### src/hw/rtl/kre_pkg.sv
package kre_pkg;

    localparam int INPUT_SLOTS = 6;
    localparam int MAX_EVENTS  = 18;
    localparam int CNT_W       = $clog2(MAX_EVENTS);

    localparam int MOD_LCTRL_BIT = 0;
    localparam int MOD_LALT_BIT  = 2;
    localparam int MOD_RCTRL_BIT = 4;
    localparam int MOD_RALT_BIT  = 6;

    localparam logic [7:0] CTRL_KEY    = 8'hE0;
    localparam logic [7:0] MODE_KEY    = 8'h4D;
    localparam logic [7:0] MACRO_KEY_A = 8'h3E;
    localparam logic [7:0] MACRO_KEY_B = 8'h3F;

    localparam logic [1:0] KIND_PRESS   = 2'd0;
    localparam logic [1:0] KIND_RELEASE = 2'd1;
    localparam logic [1:0] KIND_MODE    = 2'd2;
    localparam logic [1:0] KIND_MACRO   = 2'd3;

    localparam logic CFG_LEFT_ALT  = 1'b0;
    localparam logic CFG_RIGHT_ALT = 1'b1;

    typedef struct packed {
        logic [1:0] kind;
        logic [7:0] key;
        logic [7:0] modifier;
    } event_t;

endpackage

### src/hw/rtl/keyboard_report_to_key_events.sv
// Boot-keyboard report differ. Each report (modifier byte and six key slots) is compared
// with the previous one and turned into key events: alt and ctrl edges, presses of new
// keys with the current modifier, releases of vanished keys with the old modifier, then
// mode and macro requests; tlast marks the final event of a report and a report that
// changes nothing gives no event. A report passes an input register into an event buffer,
// which drains through the output register at one event per cycle unless the output
// stalls. A report gives at most 18 events, and the next report enters the buffer in the
// cycle its last event leaves. The first event reaches the output register after the input
// register and the event buffer. The user must write alt keycodes only while the block is
// idle; the block does not enforce this. Index 0 is left alt, 1 right.
module keyboard_report_to_key_events #(
    parameter int KEY_SLOTS = 6
) (
    input  logic        clk,
    input  logic        rst_n,
    input  logic        cfg_we,
    input  logic        cfg_index,
    input  logic [7:0]  cfg_data,
    input  logic        s_tvalid,
    output logic        s_tready,
    // modifier_bits, slot_zero, slot_one, slot_two, slot_three, slot_four, slot_five
    input  logic [55:0] s_tdata,
    output logic        m_tvalid,
    input  logic        m_tready,
    // event_key, event_modifier
    output logic [15:0] m_tdata,
    // event_kind
    output logic [1:0]  m_tuser,
    output logic        m_tlast
);
    import kre_pkg::*;

    localparam int NUM_EV = 2 * KEY_SLOTS + 6;
    localparam int IDX_W  = $clog2(NUM_EV);

    logic [7:0]  left_alt_reg, right_alt_reg;
    logic        in_valid_reg;
    logic [7:0]  in_mod_reg;
    logic [7:0]  in_slot_reg [INPUT_SLOTS];
    logic [7:0]  cur_slot [KEY_SLOTS];
    logic [7:0]  prev_mod_reg;
    logic [7:0]  prev_slot_reg [KEY_SLOTS];

    event_t      diff_ev [NUM_EV];
    logic [NUM_EV-1:0] diff_valid;

    event_t      ent_reg [NUM_EV];
    logic [NUM_EV-1:0] pend_reg, pend_next, rest;
    logic [CNT_W-1:0]  cnt_reg, cnt_next;
    logic [IDX_W-1:0]  pop_idx;
    logic        found;
    logic        pop_fire, pop_last, buf_free, buf_load, s_fire;

    logic        out_valid_reg, out_valid_next;
    event_t      out_ev_reg;
    logic        out_last_reg;

    genvar g;
    generate
        for (g = 0; g < KEY_SLOTS; g++)
        begin : g_cur
            if (g < INPUT_SLOTS)
            begin : g_in
                assign cur_slot[g] = in_slot_reg[g];
            end
            else
            begin : g_empty
                assign cur_slot[g] = 8'd0;
            end
        end
    endgenerate

    kre_diff #(
        .KEY_SLOTS(KEY_SLOTS)
    ) u_diff (
        .cur_mod      (in_mod_reg),
        .cur_slot     (cur_slot),
        .prev_mod     (prev_mod_reg),
        .prev_slot    (prev_slot_reg),
        .left_alt_key (left_alt_reg),
        .right_alt_key(right_alt_reg),
        .ev           (diff_ev),
        .ev_valid     (diff_valid)
    );

    // pick the lowest pending event
    always_comb
    begin
        pop_idx = '0;
        found   = 1'b0;
        for (int k = 0; k < NUM_EV; k++)
        begin
            if (pend_reg[k] && !found)
            begin
                pop_idx = IDX_W'(k);
                found   = 1'b1;
            end
        end
    end

    assign rest     = pend_reg & ~(NUM_EV'(1) << pop_idx);
    assign pop_last = (rest == '0) || (cnt_reg == CNT_W'(MAX_EVENTS - 1));
    assign pop_fire = found && (!out_valid_reg || m_tready);
    assign buf_free = (pend_reg == '0) || (pop_fire && pop_last);
    assign buf_load = in_valid_reg && buf_free;
    assign s_tready = !in_valid_reg || buf_free;
    assign s_fire   = s_tvalid && s_tready;

    always_comb
    begin
        pend_next = pend_reg;
        cnt_next  = cnt_reg;
        if (pop_fire)
        begin
            pend_next = pop_last ? '0 : rest;
            cnt_next  = pop_last ? '0 : cnt_reg + CNT_W'(1);
        end
        if (buf_load)
        begin
            pend_next = diff_valid;
            cnt_next  = '0;
        end
    end

    always_comb
    begin
        out_valid_next = out_valid_reg;
        if (pop_fire)
        begin
            out_valid_next = 1'b1;
        end
        else if (m_tready)
        begin
            out_valid_next = 1'b0;
        end
    end

    always_ff @(posedge clk or negedge rst_n)
    begin
        if (!rst_n)
        begin
            left_alt_reg  <= 8'd0;
            right_alt_reg <= 8'd0;
            in_valid_reg  <= 1'b0;
            prev_mod_reg  <= 8'd0;
            for (int i = 0; i < KEY_SLOTS; i++)
            begin
                prev_slot_reg[i] <= 8'd0;
            end
            pend_reg      <= '0;
            cnt_reg       <= '0;
            out_valid_reg <= 1'b0;
        end
        else
        begin
            if (cfg_we)
            begin
                case (cfg_index)
                    CFG_LEFT_ALT:  left_alt_reg  <= cfg_data;
                    CFG_RIGHT_ALT: right_alt_reg <= cfg_data;
                    default:       left_alt_reg  <= left_alt_reg;
                endcase
            end
            if (s_fire)
            begin
                in_valid_reg <= 1'b1;
            end
            else if (buf_load)
            begin
                in_valid_reg <= 1'b0;
            end
            // advance the stored report
            if (buf_load)
            begin
                prev_mod_reg <= in_mod_reg;
                for (int i = 0; i < KEY_SLOTS; i++)
                begin
                    prev_slot_reg[i] <= cur_slot[i];
                end
            end
            pend_reg      <= pend_next;
            cnt_reg       <= cnt_next;
            out_valid_reg <= out_valid_next;
        end
    end

    always_ff @(posedge clk)
    begin
        if (s_fire)
        begin
            in_mod_reg <= s_tdata[7:0];
            for (int i = 0; i < INPUT_SLOTS; i++)
            begin
                in_slot_reg[i] <= s_tdata[8 + 8 * i +: 8];
            end
        end
        if (buf_load)
        begin
            for (int k = 0; k < NUM_EV; k++)
            begin
                ent_reg[k] <= diff_ev[k];
            end
        end
        if (pop_fire)
        begin
            out_ev_reg   <= ent_reg[pop_idx];
            out_last_reg <= pop_last;
        end
    end

    assign m_tvalid = out_valid_reg;
    assign m_tdata  = {out_ev_reg.modifier, out_ev_reg.key};
    assign m_tuser  = out_ev_reg.kind;
    assign m_tlast  = out_last_reg;

    a_cnt_bound: assert property (@(posedge clk) disable iff (!rst_n)
        cnt_reg < CNT_W'(MAX_EVENTS))
        else $error("event count past limit");

    a_last_clears: assert property (@(posedge clk) disable iff (!rst_n)
        pop_fire && pop_last && !buf_load |=> pend_reg == '0)
        else $error("events left after final event");

    a_accept_held: assert property (@(posedge clk) disable iff (!rst_n)
        s_fire |=> in_valid_reg)
        else $error("accepted report lost");

    a_out_loads: assert property (@(posedge clk) disable iff (!rst_n)
        pop_fire |=> m_tvalid)
        else $error("popped event not presented");

endmodule

### src/hw/rtl/kre_diff.sv
module kre_diff #(
    parameter int KEY_SLOTS = 6,
    localparam int NUM_EV = 2 * KEY_SLOTS + 6
) (
    input  logic [7:0]      cur_mod,
    input  logic [7:0]      cur_slot [KEY_SLOTS],
    input  logic [7:0]      prev_mod,
    input  logic [7:0]      prev_slot [KEY_SLOTS],
    input  logic [7:0]      left_alt_key,
    input  logic [7:0]      right_alt_key,
    output kre_pkg::event_t ev [NUM_EV],
    output logic [NUM_EV-1:0] ev_valid
);
    import kre_pkg::*;

    localparam int PRESS_BASE   = 3;
    localparam int RELEASE_BASE = 3 + KEY_SLOTS;
    localparam int SPECIAL_BASE = 3 + 2 * KEY_SLOTS;

    logic [KEY_SLOTS-1:0] new_key;
    logic [KEY_SLOTS-1:0] gone_key;
    logic mode_now, mode_prev, maca_now, maca_prev, macb_now, macb_prev;
    logic lalt_now, lalt_prev, ralt_now, ralt_prev, ctrl_now, ctrl_prev;

    always_comb
    begin
        mode_now  = 1'b0;
        mode_prev = 1'b0;
        maca_now  = 1'b0;
        maca_prev = 1'b0;
        macb_now  = 1'b0;
        macb_prev = 1'b0;
        for (int i = 0; i < KEY_SLOTS; i++)
        begin
            new_key[i]  = (cur_slot[i] != 8'd0);
            gone_key[i] = (prev_slot[i] != 8'd0);
            for (int j = 0; j < KEY_SLOTS; j++)
            begin
                if (prev_slot[j] == cur_slot[i])
                begin
                    new_key[i] = 1'b0;
                end
                if (cur_slot[j] == prev_slot[i])
                begin
                    gone_key[i] = 1'b0;
                end
            end
            mode_now  = mode_now  | (cur_slot[i]  == MODE_KEY);
            mode_prev = mode_prev | (prev_slot[i] == MODE_KEY);
            maca_now  = maca_now  | (cur_slot[i]  == MACRO_KEY_A);
            maca_prev = maca_prev | (prev_slot[i] == MACRO_KEY_A);
            macb_now  = macb_now  | (cur_slot[i]  == MACRO_KEY_B);
            macb_prev = macb_prev | (prev_slot[i] == MACRO_KEY_B);
        end
    end

    assign lalt_now  = cur_mod[MOD_LALT_BIT];
    assign lalt_prev = prev_mod[MOD_LALT_BIT];
    assign ralt_now  = cur_mod[MOD_RALT_BIT];
    assign ralt_prev = prev_mod[MOD_RALT_BIT];
    assign ctrl_now  = cur_mod[MOD_LCTRL_BIT] | cur_mod[MOD_RCTRL_BIT];
    assign ctrl_prev = prev_mod[MOD_LCTRL_BIT] | prev_mod[MOD_RCTRL_BIT];

    always_comb
    begin
        ev[0].kind     = lalt_now ? KIND_PRESS : KIND_RELEASE;
        ev[0].key      = left_alt_key;
        ev[0].modifier = 8'd0;
        ev_valid[0]    = lalt_now ^ lalt_prev;

        ev[1].kind     = ralt_now ? KIND_PRESS : KIND_RELEASE;
        ev[1].key      = right_alt_key;
        ev[1].modifier = 8'd0;
        ev_valid[1]    = ralt_now ^ ralt_prev;

        ev[2].kind     = ctrl_now ? KIND_PRESS : KIND_RELEASE;
        ev[2].key      = CTRL_KEY;
        ev[2].modifier = 8'd0;
        ev_valid[2]    = ctrl_now ^ ctrl_prev;

        for (int i = 0; i < KEY_SLOTS; i++)
        begin
            ev[PRESS_BASE + i].kind         = KIND_PRESS;
            ev[PRESS_BASE + i].key          = cur_slot[i];
            ev[PRESS_BASE + i].modifier     = cur_mod;
            ev_valid[PRESS_BASE + i]        = new_key[i];
            ev[RELEASE_BASE + i].kind       = KIND_RELEASE;
            ev[RELEASE_BASE + i].key        = prev_slot[i];
            ev[RELEASE_BASE + i].modifier   = prev_mod;
            ev_valid[RELEASE_BASE + i]      = gone_key[i];
        end

        ev[SPECIAL_BASE].kind         = KIND_MODE;
        ev[SPECIAL_BASE].key          = MODE_KEY;
        ev[SPECIAL_BASE].modifier     = 8'd0;
        ev_valid[SPECIAL_BASE]        = mode_now & ~mode_prev;

        ev[SPECIAL_BASE + 1].kind     = KIND_MACRO;
        ev[SPECIAL_BASE + 1].key      = MACRO_KEY_A;
        ev[SPECIAL_BASE + 1].modifier = 8'd0;
        ev_valid[SPECIAL_BASE + 1]    = maca_now & ~maca_prev;

        ev[SPECIAL_BASE + 2].kind     = KIND_MACRO;
        ev[SPECIAL_BASE + 2].key      = MACRO_KEY_B;
        ev[SPECIAL_BASE + 2].modifier = 8'd0;
        ev_valid[SPECIAL_BASE + 2]    = macb_now & ~macb_prev;
    end

endmodule
### config.mk
export PLATFORM = sky130hd
export DESIGN_NAME = keyboard_report_to_key_events
export DESIGN_NICKNAME = d
export VERILOG_FILES = /design/src/hw/rtl/kre_pkg.sv /design/src/hw/rtl/keyboard_report_to_key_events.sv /design/src/hw/rtl/kre_diff.sv
export SDC_FILE = /design/constraint.sdc
export NUM_CORES = 1
export LEC_CHECK = 0
export BUFFER_PORTS_ARGS = -buffer_cell sky130_fd_sc_hd__buf_2
export CAP_MARGIN = 40
export CORE_ASPECT_RATIO = 0.8
export CORE_MARGIN = 4
export CORE_UTILIZATION = 45
export DETAILED_ROUTE_END_ITERATION = 12
export PLACE_DENSITY = 0.65
export SYNTH_ARGS = -nofsm -noshare
export SYNTH_HDL_FRONTEND = slang
export SYNTH_HIERARCHICAL = 1
export SYNTH_SLANG_ARGS = --single-unit
### constraint.sdc
create_clock -name clk -period 10.4 [get_ports clk]
set_input_delay 2.08 -clock clk [delete_from_list [all_inputs] [get_ports clk]]
set_output_delay 2.08 -clock clk [all_outputs]
set_load 0.005 [all_outputs]
==> impl_summary.log <==
INFO  metric drt-pass1-iter-count = 5
INFO  metric leakagePower = 10.0 nW
INFO  metric number_of_violations_of_the_max_capacitance_limit = 0
INFO  metric layoutNonFillerInstCount = 2924
INFO  metric worst_setup_ep = s_tready
INFO  metric post-place-ws = 4.15 ns
INFO  metric start_util = 45.8%
INFO  metric detail-route-antenna-nets = 0
INFO  metric dieWidth = 278 µm
INFO  metric cells_resized_by_post_cts_repair = 0
INFO  metric setup.worst_path.start_class = flop
INFO  metric sw_frac_of_total = 39.8%
INFO  metric total_switching_power = 3.05 mW
INFO  metric row_count = 78
INFO  metric antenna_violations_before_repair = 7
INFO  metric achievable-frequency = 0.145 GHz
INFO  metric gp_congestion = 0.979
INFO  metric final.setup.worst_slack = 3.50 ns
INFO  metric largest_register_ffs = 324
INFO  metric clock_path_buffers = 3
INFO  metric die_h = 224 µm
INFO  metric power.internal = 4.62 mW
INFO  metric viasPerCell = 5.62
INFO  metric syn-instance-count = 2316
INFO  metric power.ir.vdd_worst = 250 µV
INFO  metric fin_skew = 0.0393 ns
INFO  metric routed-via-count = 16.4k
INFO  metric synth-seq-area-share = 55.0%
INFO  metric fin_hold_ws = 0.444 ns
INFO  metric status = finished, final reports clean
INFO  metric synth_enable_flop_cells = 399
INFO  metric setup-violations-final = 0
INFO  metric grt_max_degree = 73
INFO  metric cts_setup_buffers = 0
INFO  metric finalNetCount = 2191
INFO  metric drt-initial-drc-count = 1812
INFO  metric post-place-cells = 2826
INFO  metric port-buffer-count = 90
INFO  metric comb_power_share = 35.2%
INFO  metric root_buffer = clkbuf_16
INFO  metric clkPwrFrac = 24.3%
INFO  metric yosys_warnings = 6
INFO  metric cts_buffers = 51
INFO  metric reg2reg_from = pend_reg[3]$_DFFE_PN0P_
INFO  metric tightestPinTransition = 0.945 ns
INFO  metric report.final.hold_viol_count = 0
INFO  metric grt_setup_unrepaired = no
INFO  metric placed_cell_area = 25300 µm²
INFO  metric layout-drive-gt1-share = 12.1%
INFO  metric floorplan.die_area = 62200 µm²
INFO  metric timing.setup.critical_path_class = flop to primary output
INFO  metric worst_r2r_path_depth = 12
INFO  metric crit_start = pend_reg[3]$_DFFE_PN0P_
INFO  metric postSynth.topFlopCell = edfxtp_1
INFO  metric synth_area = 26200 µm²
INFO  metric cts_num_sinks = 496
INFO  metric pwr-share-seq = 40.5%
INFO  metric grt_first_pass_wirelength = 102000 µm
INFO  metric synth.avg_cell_area = 11.3 µm²
INFO  metric cts_hold_buffers = 0
INFO  metric finish.instance_area = 27100 µm²
INFO  metric vias_in_the_first_global_route = 15.7k
INFO  metric worstPathArrival = 4.82 ns
INFO  metric cts-htree-levels = 2
INFO  metric timing.final.max_slew_violations = 0
INFO  metric global_route.overflow_total = 0
INFO  metric min_path_type = flop to flop
INFO  metric pwr_density_cell = 283 nW/µm²
INFO  metric critPathCaptureType = primary output
INFO  metric r2r-end = prev_mod_reg[4]$_DFFE_PN0P_
INFO  metric final.setup.tns = 0 ns
INFO  metric dp_hpwl = 44700 µm
INFO  metric core_area = 57200 µm²
INFO  metric reg2reg_setup_slack = 4.90 ns
INFO  metric pin_count = 91
INFO  metric ys_types = 74
INFO  metric synth_seq_cells = 496
INFO  metric detail_route.wl_per_cell = 23.7 µm
INFO  metric drc = 0
INFO  metric grt.total_usage = 21.8%
INFO  metric critical_path.max_fanout = 19
INFO  metric async_set_or_reset_register_ratio_after_synthesis = 19.6%
INFO  metric cp.required = 8.32 ns
INFO  metric routed_wl = 69300 µm
INFO  metric clock_insertion_delay_worst_skew = 0.60 ns
INFO  metric finalWorstPathRequiredPeriod = 6.90 ns
INFO  metric final.period_utilization = 66.3%
INFO  metric clk_transition_reported_paths = 0.06 ns
INFO  metric timing.slew.headroom = 37.0%
INFO  metric layout-area-overhead-vs-synth = 3.35%
INFO  metric cts_tree = yes
[cells by family (layout without fill, tap and decap cells)]
family | count (synthesis) | in the layout | synth area share (%)
other | 2 | 115 | 0.0287
muxes | 94 | 94 | 3.95
AOI/OAI and AO/OA | 179 | 179 | 4.67
xor gates and xnor gates | 293 | 293 | 9.79
DFF | 496 | 496 | 55.0
and+or+nand+nor | 749 | 749 | 14.1
adders and majority gates | 3 | 3 | 0.134
buffers and inverters | 500 | 235 | 12.4
[cells in the final DEF, fill, tap and decap left out, types with 7 or more instances in the layout]
| cell | netlist | final |
|---|---|---|
| clkbuf_1 | 120 | 18 |
| nand2_1 | 303 | 301 |
| nand4_1 | 44 | 44 |
| and3_1 | 8 | 8 |
| buf_2 | 4 | 90 |
| xnor2_1 | 90 | 90 |
| buf_16 | 0 | 7 |
| xor2_1 | 203 | 203 |
| mux2_1 | 36 | 36 |
| a221o_1 | 7 | 7 |
| nand3_1 | 195 | 195 |
| inv_1 | 12 | 12 |
| a22o_1 | 26 | 26 |
| and2_1 | 8 | 7 |
| nor4_1 | 63 | 63 |
| a31oi_1 | 13 | 13 |
| clkbuf_8 | 0 | 11 |
| or3_1 | 15 | 15 |
| clkbuf_16 | 0 | 52 |
| conb_1 | 2 | 113 |
| buf_4 | 325 | 25 |
| mux2_2 | 40 | 40 |
| mux2i_1 | 18 | 18 |
| or4_1 | 15 | 15 |
| o21ai_0 | 32 | 32 |
| nor3_1 | 20 | 19 |
| nor2_1 | 38 | 37 |
| dfrtp_1 | 97 | 97 |
| edfxtp_1 | 399 | 399 |
| a21oi_1 | 42 | 42 |
[worst min path at each step]
stage,startpoint,to,slack [ns],depth (start not counted)
5_1_grt,left_alt_reg[1]$_DFFE_PN0P_,ent_reg[0][9]$_DFFE_PP_,0.45,0
6_report,right_alt_reg[5]$_DFFE_PN0P_,ent_reg[1][13]$_DFFE_PP_,0.44,0
2_1_floorplan,prev_slot_reg[0]$_DFFE_PN0P_,prev_slot_reg[0]$_DFFE_PN0P_,0.48,1
3_3_place_gp,right_alt_reg[6]$_DFFE_PN0P_,ent_reg[1][14]$_DFFE_PP_,0.43,0
4_1_cts,left_alt_reg[1]$_DFFE_PN0P_,ent_reg[0][9]$_DFFE_PP_,0.44,0
3_5_place_dp,right_alt_reg[5]$_DFFE_PN0P_,ent_reg[1][13]$_DFFE_PP_,0.43,0
[per-stage QoR]
| stage | power, mW | util, % |
|---|---|---|
| 2_1_floorplan | 5.07 | - |
| 3_3_place_gp | 5.69 | 43.8 |
| 3_5_place_dp | 5.81 | 44.3 |
| 4_1_cts | 7.69 | 47.3 |
| 5_1_grt | 8.09 | 47.3 |
| 6_report | 7.67 | 47.4 |
[per-layer routing]
metal / routed length (µm) / vias to the layer above / track usage, %
li1: - / 7365 / -
met2: 30300 / 770 / 32.7
met5: 47 / - / 0
met3: 6000 / 136 / 4.28
met4: 1960 / 4 / 6.65
met1: 31000 / 8152 / 32.2
[critical path, stage by stage (launching register included)]
cell,delay [ns]
dfrtp_1,0.46
nor4_4,0.61
nand2_1,0.39
o211a_1,0.38
nor2_4,0.46
a2111oi_0,0.15
o22a_1,0.28
a31oi_2,0.48
clkinv_1,0.37
a21oi_1,0.42
nand2_1,0.09
buf_2,0.13
[Yosys cell counts (5+ instances only)]
cell	instances	area, µm²
a221o_1	7	70.1
buf_4	325	2440
buf_6	18	203
o211ai_1	5	37.5
o21ai_0	32	160
xor2_1	203	1780
inv_1	12	45.0
nor4_1	63	394
nand4b_1	5	43.8
nor3_1	20	100
nor2_1	38	143
mux2_1	36	405
nand4_1	44	275
a211oi_1	6	45.0
or4_1	15	113
a31oi_1	13	81.3
nand2_1	303	1140
buf_1	20	75.1
nand3_1	195	976
a22o_1	26	228
mux2_2	40	450
xnor2_1	90	788
clkbuf_1	120	450
mux2i_1	18	180
and3_1	8	50.1
dfrtp_1	97	2430
or3_1	15	93.8
and2_1	8	50.1
edfxtp_1	399	12000
a22oi_1	5	37.5
nor2b_1	6	37.5
a21oi_1	42	210
and4b_1	6	60.1
[power groups by stage]
stage	Sequential, mW	Combinational [mW]	Clock, mW
3_5_place_dp	3.11	2.70	0
6_report	3.10	2.70	1.86
3_3_place_gp	3.10	2.59	0
4_1_cts	3.07	2.71	1.91
2_1_floorplan	2.66	2.41	0
5_1_grt	3.12	2.98	1.99
[cell type report]
type                            count  area (µm²)
Tap cell                          760         951
Clock buffer                       81        1520
Multi-Input combinational cell   1431        9030
Antenna cell                        2        5.00
Timing Repair Buffer              126         902
Fill cell                        5142       30100
Inverter                           13        48.8
Sequential cell                   496       14400
Clock inverter                     15         214
Power figures use the tool's default switching activity.
